File: config.mk
export PLATFORM = sky130hd
export DESIGN_NAME = sbht_div
export DESIGN_NICKNAME = d
export VERILOG_FILES = /design/src/sbht_pkg.sv /design/src/sbht_div.sv
export SDC_FILE = /design/constraint.sdc
export NUM_CORES = 2
export LEC_CHECK = 0
export BUFFER_PORTS_ARGS = -buffer_cell sky130_fd_sc_hd__buf_2
export CAP_MARGIN = 20
export CELL_PAD_IN_SITES_DETAIL_PLACEMENT = 1
export CELL_PAD_IN_SITES_GLOBAL_PLACEMENT = 1
export CORE_MARGIN = 2
export CORE_UTILIZATION = 35
export DETAILED_ROUTE_END_ITERATION = 8
export PLACE_DENSITY = 0.67
export SKIP_LAST_GASP = 1
export SYNTH_ARGS = -nofsm -noshare
export SYNTH_HDL_FRONTEND = slang
export SYNTH_SLANG_ARGS = --single-unit
export TNS_END_PERCENT = 30
File: constraint.sdc
create_clock -name i_clk -period 6.4 [get_ports i_clk]
set_clock_uncertainty 0.15 [all_clocks]
set_input_delay 0.64 -clock i_clk [delete_from_list [all_inputs] [get_ports i_clk]]
set_output_delay 0.64 -clock i_clk [all_outputs]
set_load 0.01 [all_outputs]
File: src/sbht_pkg.sv
// shared widths, register map and stage record for the swept box hit-time block
package sbht_pkg;

    // coordinate arithmetic widths (positions and offsets are 32-bit, sizes 31-bit)
    localparam int EDGE_W = 34;
    localparam int NUM_W  = 35;
    localparam int DEN_W  = 33;
    localparam int DLT_W  = 33;

    // configuration register indexes (paddr[3:2])
    localparam logic [1:0] REG_OFFSET_X = 2'd0;
    localparam logic [1:0] REG_OFFSET_Y = 2'd1;
    localparam logic [1:0] REG_WIDTH    = 2'd2;
    localparam logic [1:0] REG_HEIGHT   = 2'd3;

    // front-end result handed to the dividers and the decision stage
    typedef struct packed {
        logic signed [NUM_W-1:0] num_en_x;
        logic signed [NUM_W-1:0] num_ex_x;
        logic [DEN_W-1:0]        den_x;
        logic signed [NUM_W-1:0] num_en_y;
        logic signed [NUM_W-1:0] num_ex_y;
        logic [DEN_W-1:0]        den_y;
        logic                    dzero_x;
        logic                    dzero_y;
        logic                    apart;
        logic                    overlap;
    } t_front;

endpackage

File: src/sbht_div.sv
// pipelined restoring divider, one quotient bit per stage, saturating at 2.0 and above
module sbht_div #(
    parameter int TIME_FRAC_BITS = 16
) (
    input  logic                              i_clk,
    input  logic                              i_ce,
    input  logic signed [sbht_pkg::NUM_W-1:0] i_num,
    input  logic [sbht_pkg::DEN_W-1:0]        i_den,
    output logic [TIME_FRAC_BITS:0]           o_quo,
    output logic                              o_neg,
    output logic                              o_sat
);

    localparam int NW = sbht_pkg::NUM_W;
    localparam int DW = sbht_pkg::DEN_W;
    localparam int NS = TIME_FRAC_BITS + 2;

    logic [NW-1:0]             r_rem [0:NS-1];
    logic [DW-1:0]             r_den [0:NS-1];
    logic [TIME_FRAC_BITS:0]   r_quo [0:NS-1];
    logic                      r_neg [0:NS-1];
    logic                      r_sat [0:NS-1];
    logic [NW-1:0]             n_mag;

    // entry stage: magnitude and quotient-overflow check (|n| >= 2|d|)
    assign n_mag = i_num[NW-1] ? NW'(-i_num) : NW'(i_num);

    always_ff @(posedge i_clk) begin
        if (i_ce) begin
            r_rem[0] <= n_mag;
            r_den[0] <= i_den;
            r_quo[0] <= '0;
            r_neg[0] <= i_num[NW-1];
            r_sat[0] <= {1'b0, n_mag} >= {i_den, 2'b00} >> 1;
        end
    end

    // one quotient bit per stage: integer bit first, then the fraction bits
    for (genvar k = 0; k < NS - 1; k++) begin : g_step
        logic [NW-1:0] trial;
        logic          take;

        if (k == 0) begin : g_int
            assign trial = r_rem[k];
        end else begin : g_frac
            assign trial = {r_rem[k][NW-2:0], 1'b0};
        end
        assign take = trial >= NW'(r_den[k]);

        always_ff @(posedge i_clk) begin
            if (i_ce) begin
                r_rem[k+1] <= take ? trial - NW'(r_den[k]) : trial;
                r_den[k+1] <= r_den[k];
                r_quo[k+1] <= {r_quo[k][TIME_FRAC_BITS-1:0], take};
                r_neg[k+1] <= r_neg[k];
                r_sat[k+1] <= r_sat[k];
            end
        end
    end

    assign o_quo = r_quo[NS-1];
    assign o_neg = r_neg[NS-1];
    assign o_sat = r_sat[NS-1];

endmodule

# [Word level (Yosys, flattened, before mapping)]
# Memories as Yosys holds them, arrays and structs flattened.
# Cells that the tools add are included.
[totals] memories=5 register_bits=0 output_inout_bits=19 mem_bits_rw=1566 wordCells=61 inputBits=70
[memory_table] name="r_rem" depth=18 width=35 read_ports=17 rd_ports_with_merged_regs=0 wr=18 line="sbht_div.sv:18" source="logic [NW-1:0] r_rem [0:NS-1];"
[memory_table] name="r_den" depth=18 width=33 read_ports=17 rd_ports_with_merged_regs=0 wr=18 line="sbht_div.sv:19" source="logic [DW-1:0] r_den [0:NS-1];"
[memory_table] name="r_quo" depth=18 width=17 read_ports=18 rd_ports_with_merged_regs=0 wr=18 line="sbht_div.sv:20" source="logic [TIME_FRAC_BITS:0] r_quo [0:NS-1];"
[memory_table] name="r_neg" depth=18 width=1 read_ports=18 rd_ports_with_merged_regs=0 wr=18 line="sbht_div.sv:21" source="logic r_neg [0:NS-1];"
[memory_table] name="r_sat" depth=18 width=1 read_ports=18 rd_ports_with_merged_regs=0 wr=18 line="sbht_div.sv:22" source="logic r_sat [0:NS-1];"
[op_classes] n_lt_le_gt_ge=18 mux=20 add_sub_neg=18
[ops] operator="$mux 35" n=18
[ops] operator="$ge 35x33->1" n=17
[ops] operator="$sub 35x33->35" n=17
[ops] operator="$ge 35x34->1" n=1
[ops] operator="$neg 35->35" n=1
[ops] operator="$mux 1" n=2

# [Logic depth before layout (Yosys ltp)]
[logic_depth] depth_word=3 mapped_depth=17 depth_no_buf=17

# [Worst setup path after synthesis]
# No wires, ideal clock.
[synth_path] kind="in2reg" from="input port i_num[8] (netlist name)" to="memory r_sat[0], data pin" t_required_ns=5.987 t_arrival_ns=3.885 path_buffers=0 path_slack_ns=2.102 stages=15 setup_ns=0.263 path_cell_list="or4_4 > or4_1 > or3_4 > or3_4 > o31ai_1 > xnor2_1 > ha_1 > a21o_1 > a21o_1 > a21oi_1 > o21ai_0 > a21oi_1 > o21ai_0 > a21oi_1 > o21ai_1"
[synth_lines] element="start, declared" line="sbht_div.sv:7" source="input logic signed [sbht_pkg::NUM_W-1:0] i_num,"
[synth_lines] element="end, declared" line="sbht_div.sv:22"

==> results.toml <==
[run_status]
status = "completed"

[sta]
holdWs_ps = 88.1
relSlewSlack = 0.198
tns_ps = 0
finalSetupViolations = 0
rsz0062_at_grt = "no"
fin_crit_ps = 4700
period_share = 0.734
drv_slew = 0
fin_ws_ps = 1700
final-hold-violation-count = 0
tightest_slew_ps = 1200
clock.fmax_mhz = 213

[synth]
synthCells = 7143
synth_top_flop_cell = "edfxtp_1"
ys_types = 98
synth-edff-count = 1329
netlist_area_sq_mm = 0.0768
syn_area_per_cell_sq_um = 10.8
synth-async-reset-ratio = 0
synthesis.nets = 7823
yosysSeqAreaShare = 0.520
ys_seq_elements = 1329
ys_warn_count = 0

[route]
vias_per_cell = 5.20
wire_per_inst_um = 18.9
routed_wl_um = 194000
first_iter_violations = 2050
ant_nets = 0
vias = 53400
dr.pass1.iters = 5
drc_errors = 0

[die]
die_h_um = 472
initial_core_util = 0.353
rows = 171
die_w_um = 472
boundaryPins = 89
dieArea_sq_mm = 0.223
fp.coreArea_sq_mm = 0.218

[layout]
nets = 7974
area_delta_synth_final_pct = 12.3
diodes = 0
layout-drive-gt1-share = 0.0644
final_util = 0.396
seqCellArea_sq_mm = 0.0399
multi_input_area_sq_mm = 0.0334
fill_cells = 23800
fin_area_sq_mm = 0.0862

[global_route]
grt_max_degree = 193
overflow = 0
grt_first_pass_wirelength_um = 307000
antenna_found_initial = 0
grt_pass1_vias = 58200
grtUsageTotal = 0.172

[setup_path]
crit_required_ps = 6780
worst_path_max_delay_cell = "a211oi_1"
cp_slowest_stage_delay_ps = 790
crit_type = "reg -> reg"
start_kind = "flop"
r2r_start = "r_rem[2][1]$_DFFE_PP_"
cpLargestDelayFamily = "compound AO/OA/AOI/OAI gates"
crit_start = "r_rem[2][1]$_DFFE_PP_"
path_cells = "ha_1 -> o21ai_0 -> a21oi_1 -> o31ai_1 -> a21oi_1 -> a211oi_1 -> o31a_1 -> o21ba_2 -> o21ba_2 -> buf_4 -> o21ai_0"
path_depth = 11
rrSetupSlack_ps = 1700
cp.arrival_ps = 5080
path_max_fanout = 47
worstRegToRegCells = 11
cp-end-kind = "flop"
crit_buf_inv = 1

[clock_network]
htreeDepth = 4
path_clk_slew_ps = 60
post_cts_resized = 0
cts_sinks = 1329
cts_made_buffers = 160
root_buffer = "clkbuf_16"
cts.path.max_buffers = 3
cts_tree = "done"
cts_setup_buffers = 0
clk_latency_ps = 800
cts_hold_buf = 48

[power_and_ir_drop]
p_leak_nw = 34.8
power.density_mw_per_mm2 = 497
vdd_drop_max_uv = 234

[min_path]
hp-class = "in -> reg"
min_from = "i_num[5]"
hold_depth = 2

[flow_run]
drv_cap = 0

[placement]
gp_congestion = 0.963
hpwl_um = 152000
dpl_cell_area_sq_mm = 0.0806
portBuffers = 88
dpl_worst_slack_ps = 1500
-- final timing paths --
check	end
setup reg to reg	r_rem[3][1]$_DFFE_PP_
hold / removal	r_rem[0][5]$_DFFE_PP_
hold reg to reg	r_quo[13][3]$_DFFE_PP_
setup / recovery	r_rem[3][1]$_DFFE_PP_
-- cells in the final DEF (no fill, tap or decap), types with 34 or more instances in the layout --
| cell type | instances |
|---|---|
| nor2b_1 | 84 |
| a21oi_1 | 528 |
| clkbuf_16 | 164 |
| xor2_1 | 206 |
| clkbuf_1 | 34 |
| xnor2_1 | 288 |
| nand4_1 | 119 |
| o21a_1 | 75 |
| nor2_1 | 321 |
| nand2_1 | 648 |
| buf_4 | 40 |
| o21ai_0 | 659 |
| dlygate4sd3_1 | 48 |
| clkinv_1 | 37 |
| inv_1 | 740 |
| nand2b_1 | 92 |
| a211oi_1 | 47 |
| o31ai_1 | 46 |
| o211ai_1 | 35 |
| a31oi_1 | 60 |
| edfxtp_1 | 1329 |
| and3_1 | 46 |
| o21bai_1 | 78 |
| nand3_1 | 98 |
| nor3_1 | 92 |
| a21o_1 | 308 |
| ha_1 | 594 |
| mux2_2 | 45 |
| buf_2 | 88 |
-- flip-flops by register name, summed over array words and instances, names as in the netlist --
register and cells:
r_sat 18, r_neg 18, r_den 561, r_rem 579
r_quo 153
-- Yosys cell counts (all sizes together) (36+ instances only) --
| cell | number | area share |
|---|---|---|
| o21bai | 78 | 0.0076 |
| a21o | 309 | 0.030 |
| inv | 742 | 0.036 |
| o31ai | 47 | 0.0047 |
| nand4 | 119 | 0.0097 |
| nand2b | 93 | 0.0077 |
| nor2b | 84 | 0.0068 |
| mux2 | 49 | 0.0073 |
| ha | 594 | 0.097 |
| clkbuf | 161 | 0.0079 |
| a21oi | 532 | 0.035 |
| buf | 36 | 0.0024 |
| xnor2 | 288 | 0.033 |
| nor2 | 322 | 0.016 |
| o21a | 76 | 0.0074 |
| xor2 | 206 | 0.023 |
| a211oi | 48 | 0.0048 |
| nand2 | 648 | 0.032 |
| edfxtp | 1329 | 0.52 |
| o21ai | 670 | 0.044 |
| a31oi | 61 | 0.0052 |
| nor3 | 93 | 0.0061 |
| and3 | 46 | 0.0037 |
| nand3 | 98 | 0.0064 |
-- routing by layer --
layer  track usage  up-vias  share of wire  wire (um)
li1              -    26300              -          -
met1         0.153    25800           0.35      67100
met2         0.355      787           0.56     110000
met3        0.0226      487          0.023       4380
met4         0.110        0          0.068      13200
met5             0        -              0          0
-- where the power goes --
part | leakage [nW] | total, W | switching [W] | internal [W]
clock network | 2.53 | 0.00899 | 0.00359 | 0.00541
registers | 13.0 | 0.0143 | 0.00128 | 0.0131
logic | 19.3 | 0.0195 | 0.0117 | 0.00779
total | 34.8 | 0.0428 | 0.0166 | 0.0263
-- logic make-up (layout without fill, tap and decap cells) --
group	Yosys count	after routing	synth area share
adder cells (fa/ha/maj)	610	610	0.101
AND/OR/NAND/NOR	1649	1649	0.102
AO/OA/AOI/OAI	2067	2067	0.167
XOR/XNOR	494	494	0.0563
buffers and inverters	939	1216	0.0466
flip-flops	1329	1329	0.520
multiplexers	55	55	0.00811
-- cell type report --
type | count | share of cell area
inverters | 742 | 0.0323
clock buffers | 198 | 0.0491
well taps | 2854 | 0.0414
repair buffers | 186 | 0.0165
flip-flops and latches | 1329 | 0.463
multi-input cells | 4875 | 0.387
clock inverters | 90 | 0.0111
-- through the flow --
step	cells	total power, W
after global routing	10300	0.0460
after CTS	10300	0.0432
final	10300	0.0428
after detailed placement	9938	0.0340
after global placement	9936	0.0334
after floorplan	7143	0.0283
(Power assumes the default switching activity.)
