[src/sbht_pkg.sv]
// shared widths, register map and stage record for the swept box hit-time block
package sbht_pkg;

    // coordinate arithmetic widths (positions and offsets are 32-bit, sizes 31-bit)
    localparam int EDGE_W = 34;
    localparam int NUM_W  = 35;
    localparam int DEN_W  = 33;
    localparam int DLT_W  = 33;

    // configuration register indexes (paddr[3:2])
    localparam logic [1:0] REG_OFFSET_X = 2'd0;
    localparam logic [1:0] REG_OFFSET_Y = 2'd1;
    localparam logic [1:0] REG_WIDTH    = 2'd2;
    localparam logic [1:0] REG_HEIGHT   = 2'd3;

    // front-end result handed to the dividers and the decision stage
    typedef struct packed {
        logic signed [NUM_W-1:0] num_en_x;
        logic signed [NUM_W-1:0] num_ex_x;
        logic [DEN_W-1:0]        den_x;
        logic signed [NUM_W-1:0] num_en_y;
        logic signed [NUM_W-1:0] num_ex_y;
        logic [DEN_W-1:0]        den_y;
        logic                    dzero_x;
        logic                    dzero_y;
        logic                    apart;
        logic                    overlap;
    } t_front;

endpackage

[src/sbht_front.sv]
// box edges, per-axis gap numerators, delta magnitudes and early decisions (two stages)
module sbht_front (
    input  logic                         i_clk,
    input  logic                         i_ce,
    input  logic signed [31:0]           i_start_x,
    input  logic signed [31:0]           i_start_y,
    input  logic signed [31:0]           i_end_x,
    input  logic signed [31:0]           i_end_y,
    input  logic signed [31:0]           i_target_x,
    input  logic signed [31:0]           i_target_y,
    input  logic signed [31:0]           i_target_offset_x,
    input  logic signed [31:0]           i_target_offset_y,
    input  logic [30:0]                  i_target_width,
    input  logic [30:0]                  i_target_height,
    input  logic signed [31:0]           i_mover_offset_x,
    input  logic signed [31:0]           i_mover_offset_y,
    input  logic [30:0]                  i_mover_width,
    input  logic [30:0]                  i_mover_height,
    output sbht_pkg::t_front             o_front
);

    localparam int EW = sbht_pkg::EDGE_W;
    localparam int NW = sbht_pkg::NUM_W;
    localparam int DW = sbht_pkg::DLT_W;

    logic signed [EW-1:0] r_ml, r_mr, r_mt, r_mb, r_tl, r_tr, r_tt, r_tb;
    logic signed [DW-1:0] r_dx, r_dy;
    logic signed [EW-1:0] n_ml, n_mt, n_tl, n_tt;
    sbht_pkg::t_front     r_front, n_front;

    // stage one: box edges and motion deltas
    always_comb begin
        n_ml = EW'(i_start_x) + EW'(i_mover_offset_x);
        n_mt = EW'(i_start_y) + EW'(i_mover_offset_y);
        n_tl = EW'(i_target_x) + EW'(i_target_offset_x);
        n_tt = EW'(i_target_y) + EW'(i_target_offset_y);
    end

    always_ff @(posedge i_clk) begin
        if (i_ce) begin
            r_ml <= n_ml;
            r_mr <= n_ml + $signed({3'b000, i_mover_width});
            r_mt <= n_mt;
            r_mb <= n_mt + $signed({3'b000, i_mover_height});
            r_tl <= n_tl;
            r_tr <= n_tl + $signed({3'b000, i_target_width});
            r_tt <= n_tt;
            r_tb <= n_tt + $signed({3'b000, i_target_height});
            r_dx <= DW'(i_end_x) - DW'(i_start_x);
            r_dy <= DW'(i_end_y) - DW'(i_start_y);
        end
    end

    // stage two: signed gap numerators over the delta magnitude
    always_comb begin
        if (r_dx[DW-1]) begin
            n_front.num_en_x = NW'(r_ml) - NW'(r_tr);
            n_front.num_ex_x = NW'(r_mr) - NW'(r_tl);
            n_front.den_x    = sbht_pkg::DEN_W'(-r_dx);
        end else begin
            n_front.num_en_x = NW'(r_tl) - NW'(r_mr);
            n_front.num_ex_x = NW'(r_tr) - NW'(r_ml);
            n_front.den_x    = sbht_pkg::DEN_W'(r_dx);
        end
        if (r_dy[DW-1]) begin
            n_front.num_en_y = NW'(r_mt) - NW'(r_tb);
            n_front.num_ex_y = NW'(r_mb) - NW'(r_tt);
            n_front.den_y    = sbht_pkg::DEN_W'(-r_dy);
        end else begin
            n_front.num_en_y = NW'(r_tt) - NW'(r_mb);
            n_front.num_ex_y = NW'(r_tb) - NW'(r_mt);
            n_front.den_y    = sbht_pkg::DEN_W'(r_dy);
        end
        n_front.dzero_x = (r_dx == '0);
        n_front.dzero_y = (r_dy == '0);
        n_front.apart   = (n_front.dzero_x && ((r_mr < r_tl) || (r_ml > r_tr)))
                       || (n_front.dzero_y && ((r_mb < r_tt) || (r_mt > r_tb)));
        n_front.overlap = (r_ml < r_tr) && (r_mr > r_tl) && (r_mt < r_tb) && (r_mb > r_tt);
    end

    always_ff @(posedge i_clk) begin
        if (i_ce) begin
            r_front <= n_front;
        end
    end

    assign o_front = r_front;

endmodule

[config.mk]
export PLATFORM = sky130hd
export DESIGN_NAME = sbht_front
export DESIGN_NICKNAME = d
export VERILOG_FILES = /design/src/sbht_pkg.sv /design/src/sbht_front.sv
export SDC_FILE = /design/constraint.sdc
export NUM_CORES = 2
export LEC_CHECK = 0
export ABC_AREA = 1
export BUFFER_PORTS_ARGS = -buffer_cell sky130_fd_sc_hd__buf_2
export CAP_MARGIN = 20
export CORE_ASPECT_RATIO = 2
export CORE_MARGIN = 2
export CORE_UTILIZATION = 40
export DETAILED_ROUTE_END_ITERATION = 10
export GPL_TIMING_DRIVEN = 0
export PLACE_DENSITY_LB_ADDON = 0.3
export SYNTH_ARGS = -nofsm -noshare
export SYNTH_HDL_FRONTEND = slang
export SYNTH_SLANG_ARGS = --single-unit
[constraint.sdc]
create_clock -name i_clk -period 11.36 [get_ports i_clk]
set_input_delay 2.272 -clock i_clk [delete_from_list [all_inputs] [get_ports i_clk]]
set_output_delay 2.272 -clock i_clk [all_outputs]
set_load 0.05 [all_outputs]
Yosys cells after proc, flatten, opt, wreduce, memory -nomap -nowiden --
Cells that the tools add are included.
Storage, ports and cells: word-level logic and storage cells 62, output and inout bits 210, flip-flop bits (word level) 544, input port bits 446
Cells by class: $lt $le $gt $ge 8, mux-type cells 2, $add $sub $neg 20, reduce and logical (&&, ||, !) cells 10
Operators by type and width (count):
- $mux 103 | 2
- $sub 33x34->35 | 4
- $sub 34x33->35 | 4
- $add 33x32->34 | 4
- $add 32x32->33 | 4
- $gt 33x34->1 | 2
- $gt 34x33->1 | 2
- $lt 33x34->1 | 2
- $lt 34x33->1 | 2
- $logic_not 33->1 | 2
- $neg 33->33 | 2
- $sub 32x32->33 | 2
- $logic_and 1x1->1 | 5
- $logic_or 1x1->1 | 3

Longest topological paths before layout --
depth in word-level cells 4, depth in mapped cells 24, depth with buffers taken out 24

Worst setup path before layout --
No wires, ideal clock.
path kind input -> register, from input i_target_x[0], to register r_tr[26] (data pin), setup slack 6.070 ns, path buffers 0, library setup time 0.252 ns, arrival time 5.038 ns, data required time 11.108 ns, stages 19, cells stage by stage ha_1 -> fa_1 -> nand2_1 -> nand2_1 -> and2_1 -> a21oi_1 -> inv_1 -> nand2_1 -> nand2_1 -> a21oi_1 -> xnor2_1 -> ha_1 -> nand2_1 -> nor4_1 -> o21ai_0 -> nand3b_1 -> nand2_1 -> nand3_1 -> nand2_1
Between the ends: longest elaborated chain between the ends 2
Ends and longest elaborated chain:
- start, declared | RTL line sbht_front.sv:9 | input logic signed [31:0] i_target_x,
- $add 32x32->33 | RTL line sbht_front.sv:35 | n_tl = EW'(i_target_x) + EW'(i_target_offset_x);
- named net n_tl[18] | RTL line sbht_front.sv:28 | logic signed [EW-1:0] n_ml, n_mt, n_tl, n_tt;
- $add 33x32->34 | RTL line sbht_front.sv:46 | r_tr <= n_tl + $signed({3'b000, i_target_width});
- end signal, assigned | RTL line sbht_front.sv:46
- end, declared | RTL line sbht_front.sv:26 | logic signed [EW-1:0] r_ml, r_mr, r_mt, r_mb, r_tl, r_tr, r_tt, r_tb;
The timed path passes the listed nets, and every way through them passes these cells. A chain may end at the register's enable or synchronous reset.

Worst setup path after layout --
from input i_start_y[11], to register r_mb[22] (data pin)
Between the ends: longest elaborated chain between the ends 2
Ends and longest elaborated chain:
- start, declared | RTL line sbht_front.sv:6 | input logic signed [31:0] i_start_y,
- $add 32x32->33 | RTL line sbht_front.sv:34 | n_mt = EW'(i_start_y) + EW'(i_mover_offset_y);
- named net n_mt[21] | RTL line sbht_front.sv:28
- $add 33x32->34 | RTL line sbht_front.sv:44 | r_mb <= n_mt + $signed({3'b000, i_mover_height});
- end signal, assigned | RTL line sbht_front.sv:44
- end, declared | RTL line sbht_front.sv:26
The timed path passes the listed nets, and every way through them passes these cells.

==> results.ini <==
[drt]
routedWlPerCell_um = 30.0
viasPerCell = 5.69
first_pass_iters = 9
drtIter0Drc = 4795
totalWireLength_um = 309000
drc = 0
dr_total_vias = 58700
drtAntennaViolNets = 0

[grt]
grt_pass1_vias = 58800
grt_usage_pct = 43.1
grt_max_degree = 122
grt_overflow = 0
antenna_found_initial = 73
grt_pass1_wl_um = 420000

[logic_synthesis]
synth-edff-count = 544
synth_cells = 7725
syn-num-nets = 8783
ys_warn_count = 0
yosysSeqAreaShare_pct = 29.6
syn_avg_cell_area_sq_um = 7.14
netlist-cell-type-count = 58
synthArstFlopShare_pct = 0
ys_seq_elements = 544
synth-main-ff-cell = edfxtp_1
synth_area_sq_um = 55200

[clock_tree]
cts_resized = 0
cts_buffers = 54
cts_sinks = 544
insertion_delay_ns = 0.71
clkTransAtPathRegs_ns = 0.07
cts_tree = yes
htreeDepth = 2
cts.path.max_buffers = 3
cts_root_buffer = clkbuf_16
postCtsSetupRepairBufs = 0
cts_hold_buffers = 0

[timing]
holdWs_ns = 0.454
worst_pin_slew_ns = 1.38
finalHoldViolations = 0
slew_headroom_pct = 7.81
setup_viol = 0
fin_crit_sh_pct = 63.4
finClkSkew_ns = 0.0270
grt_setup_unrepaired = no
maxSlewViolCount = 0
min_period_ns = 7.20
fmax_ghz = 0.139

[floorplanning]
start_util_pct = 40.3
fp.dieW_um = 267
pin_count = 656
row_count = 192
fp.dieH_um = 529
core_sq_um = 137000
die_area_sq_um = 141000

[place]
gp_congestion = 1.13
io_buffers = 655
dp_hpwl_um = 263000

[power_and_ir_drop]
power_density_nw_per_um2 = 246
ir_drop_v = 0.000131
leakagePower_nw = 30.7

[layout]
layout_common_cells = 1723 x nand2_1, 1177 x inv_1, 824 x a21oi_1
post-route-util_pct = 46.0
fin_nets = 9521
final_common_cell = nand2_1
area_delta_synth_final_pct = 14.1
drive_gt1_share_pct = 11.5

[worst_setup_path]
required_ns = 11.70
critPathKind = in2reg
crit_arrival_ns = 7.54
cp_max_fo = 4
startpoint_type = primary input
critPathCaptureType = flip-flop

[run_status]
outcome = completed

[hold_path]
min_path_type = reg2reg

[job]
cap_violations = 0

[where the power goes]
part / internal (mW) / switching [mW]
Clock: 1.02 / 0.940
Combinational: 2.48 / 7.45
Sequential: 3.01 / 0.554
Total: 6.52 / 8.95
[routing by layer]
metal | track usage [%] | wire length (um)
met5 | 0 | 211
met1 | 36.7 | 92000
met3 | 11.1 | 22900
met4 | 52.2 | 46200
met2 | 74.6 | 148000
[cell usage after synthesis (all sizes together), types with 91 or more instances]
library cell,instances,area share (%)
nand2,1748,12
ha,594,13
edfxtp,544,30
a21oi,828,7.5
nand3,380,3.5
nor2,813,5.8
xnor2,91,1.4
o21ai,548,5.1
xor2,276,4.4
o21bai,94,1.3
inv,1214,8.3
a21o,97,1.3
[metrics by stage]
stage / power (mW) / TNS, ns / instances / area, sq um / setup WS, ns
2_1_floorplan: 8.99 / 0 / 7725 / 55200 / 6.07
3_3_place_gp: 13.0 / -167.60 / 10100 / 60600 / -0.439
3_5_place_dp: 13.0 / 0 / 10100 / 60900 / 3.90
4_1_cts: 15.0 / 0 / 10200 / 62700 / 4.63
5_1_grt: 16.0 / 0 / 10300 / 62900 / 4.10
6_report: 15.5 / 0 / 10300 / 63000 / 4.16
[area by class of cell]
type | instances | area, sq um
flip-flops and latches | 544 | 16300
clock inverters | 38 | 437
diodes | 50 | 125
clock buffers | 64 | 1410
repair buffers | 682 | 3640
multi-input cells | 5889 | 33900
plain buffers | 74 | 337
inverters | 1218 | 4570
fillers | 14300 | 73900
well taps | 1746 | 2180
[state kept, by name, summed over array words and instances, names as in the netlist]
register,flops
r_mr,34
r_tr,34
r_dx,33
r_tl,33
o_front,210
r_tb,34
r_mt,33
r_dy,33
r_ml,33
r_mb,34
r_tt,33
[path summary, 6_finish.rpt]
check / from / end / slack, ns / cells past startpoint
max: i_start_y[11] / r_mb[22] / 4.16 / 17
min: r_dx[0] / o_front[107] / 0.45 / 0
max reg2reg: r_mt[32] / o_front[1] / 6.38 / 14
min reg2reg: r_dx[0] / o_front[107] / 0.45 / 0
[worst max-delay path, stage by stage]
cell      delay (ns)
buf_2           0.12
ha_1            0.36
nand2_1         0.12
nor2_1          0.32
nand3_1         0.11
o21ai_1         0.45
nand2_1         0.09
nand2_1         0.15
nand2_1         0.07
nand2_1         0.10
xor2_1          0.90
ha_1            0.31
nand2_1         0.14
nor4_1          0.65
o21ai_0         0.20
nand3b_1        0.25
xor2_1          0.93
[cell families after synthesis]
kind of cell	after synthesis	share of synthesized area [%]
buf+inv	1292	8.89
simple gates	3143	23.5
flops	544	29.6
xor+xnor	367	5.82
compound gates	1763	18.0
mux	4	0.0726
fa+ha+maj	612	14.1
Power figures use the tool's default switching activity.
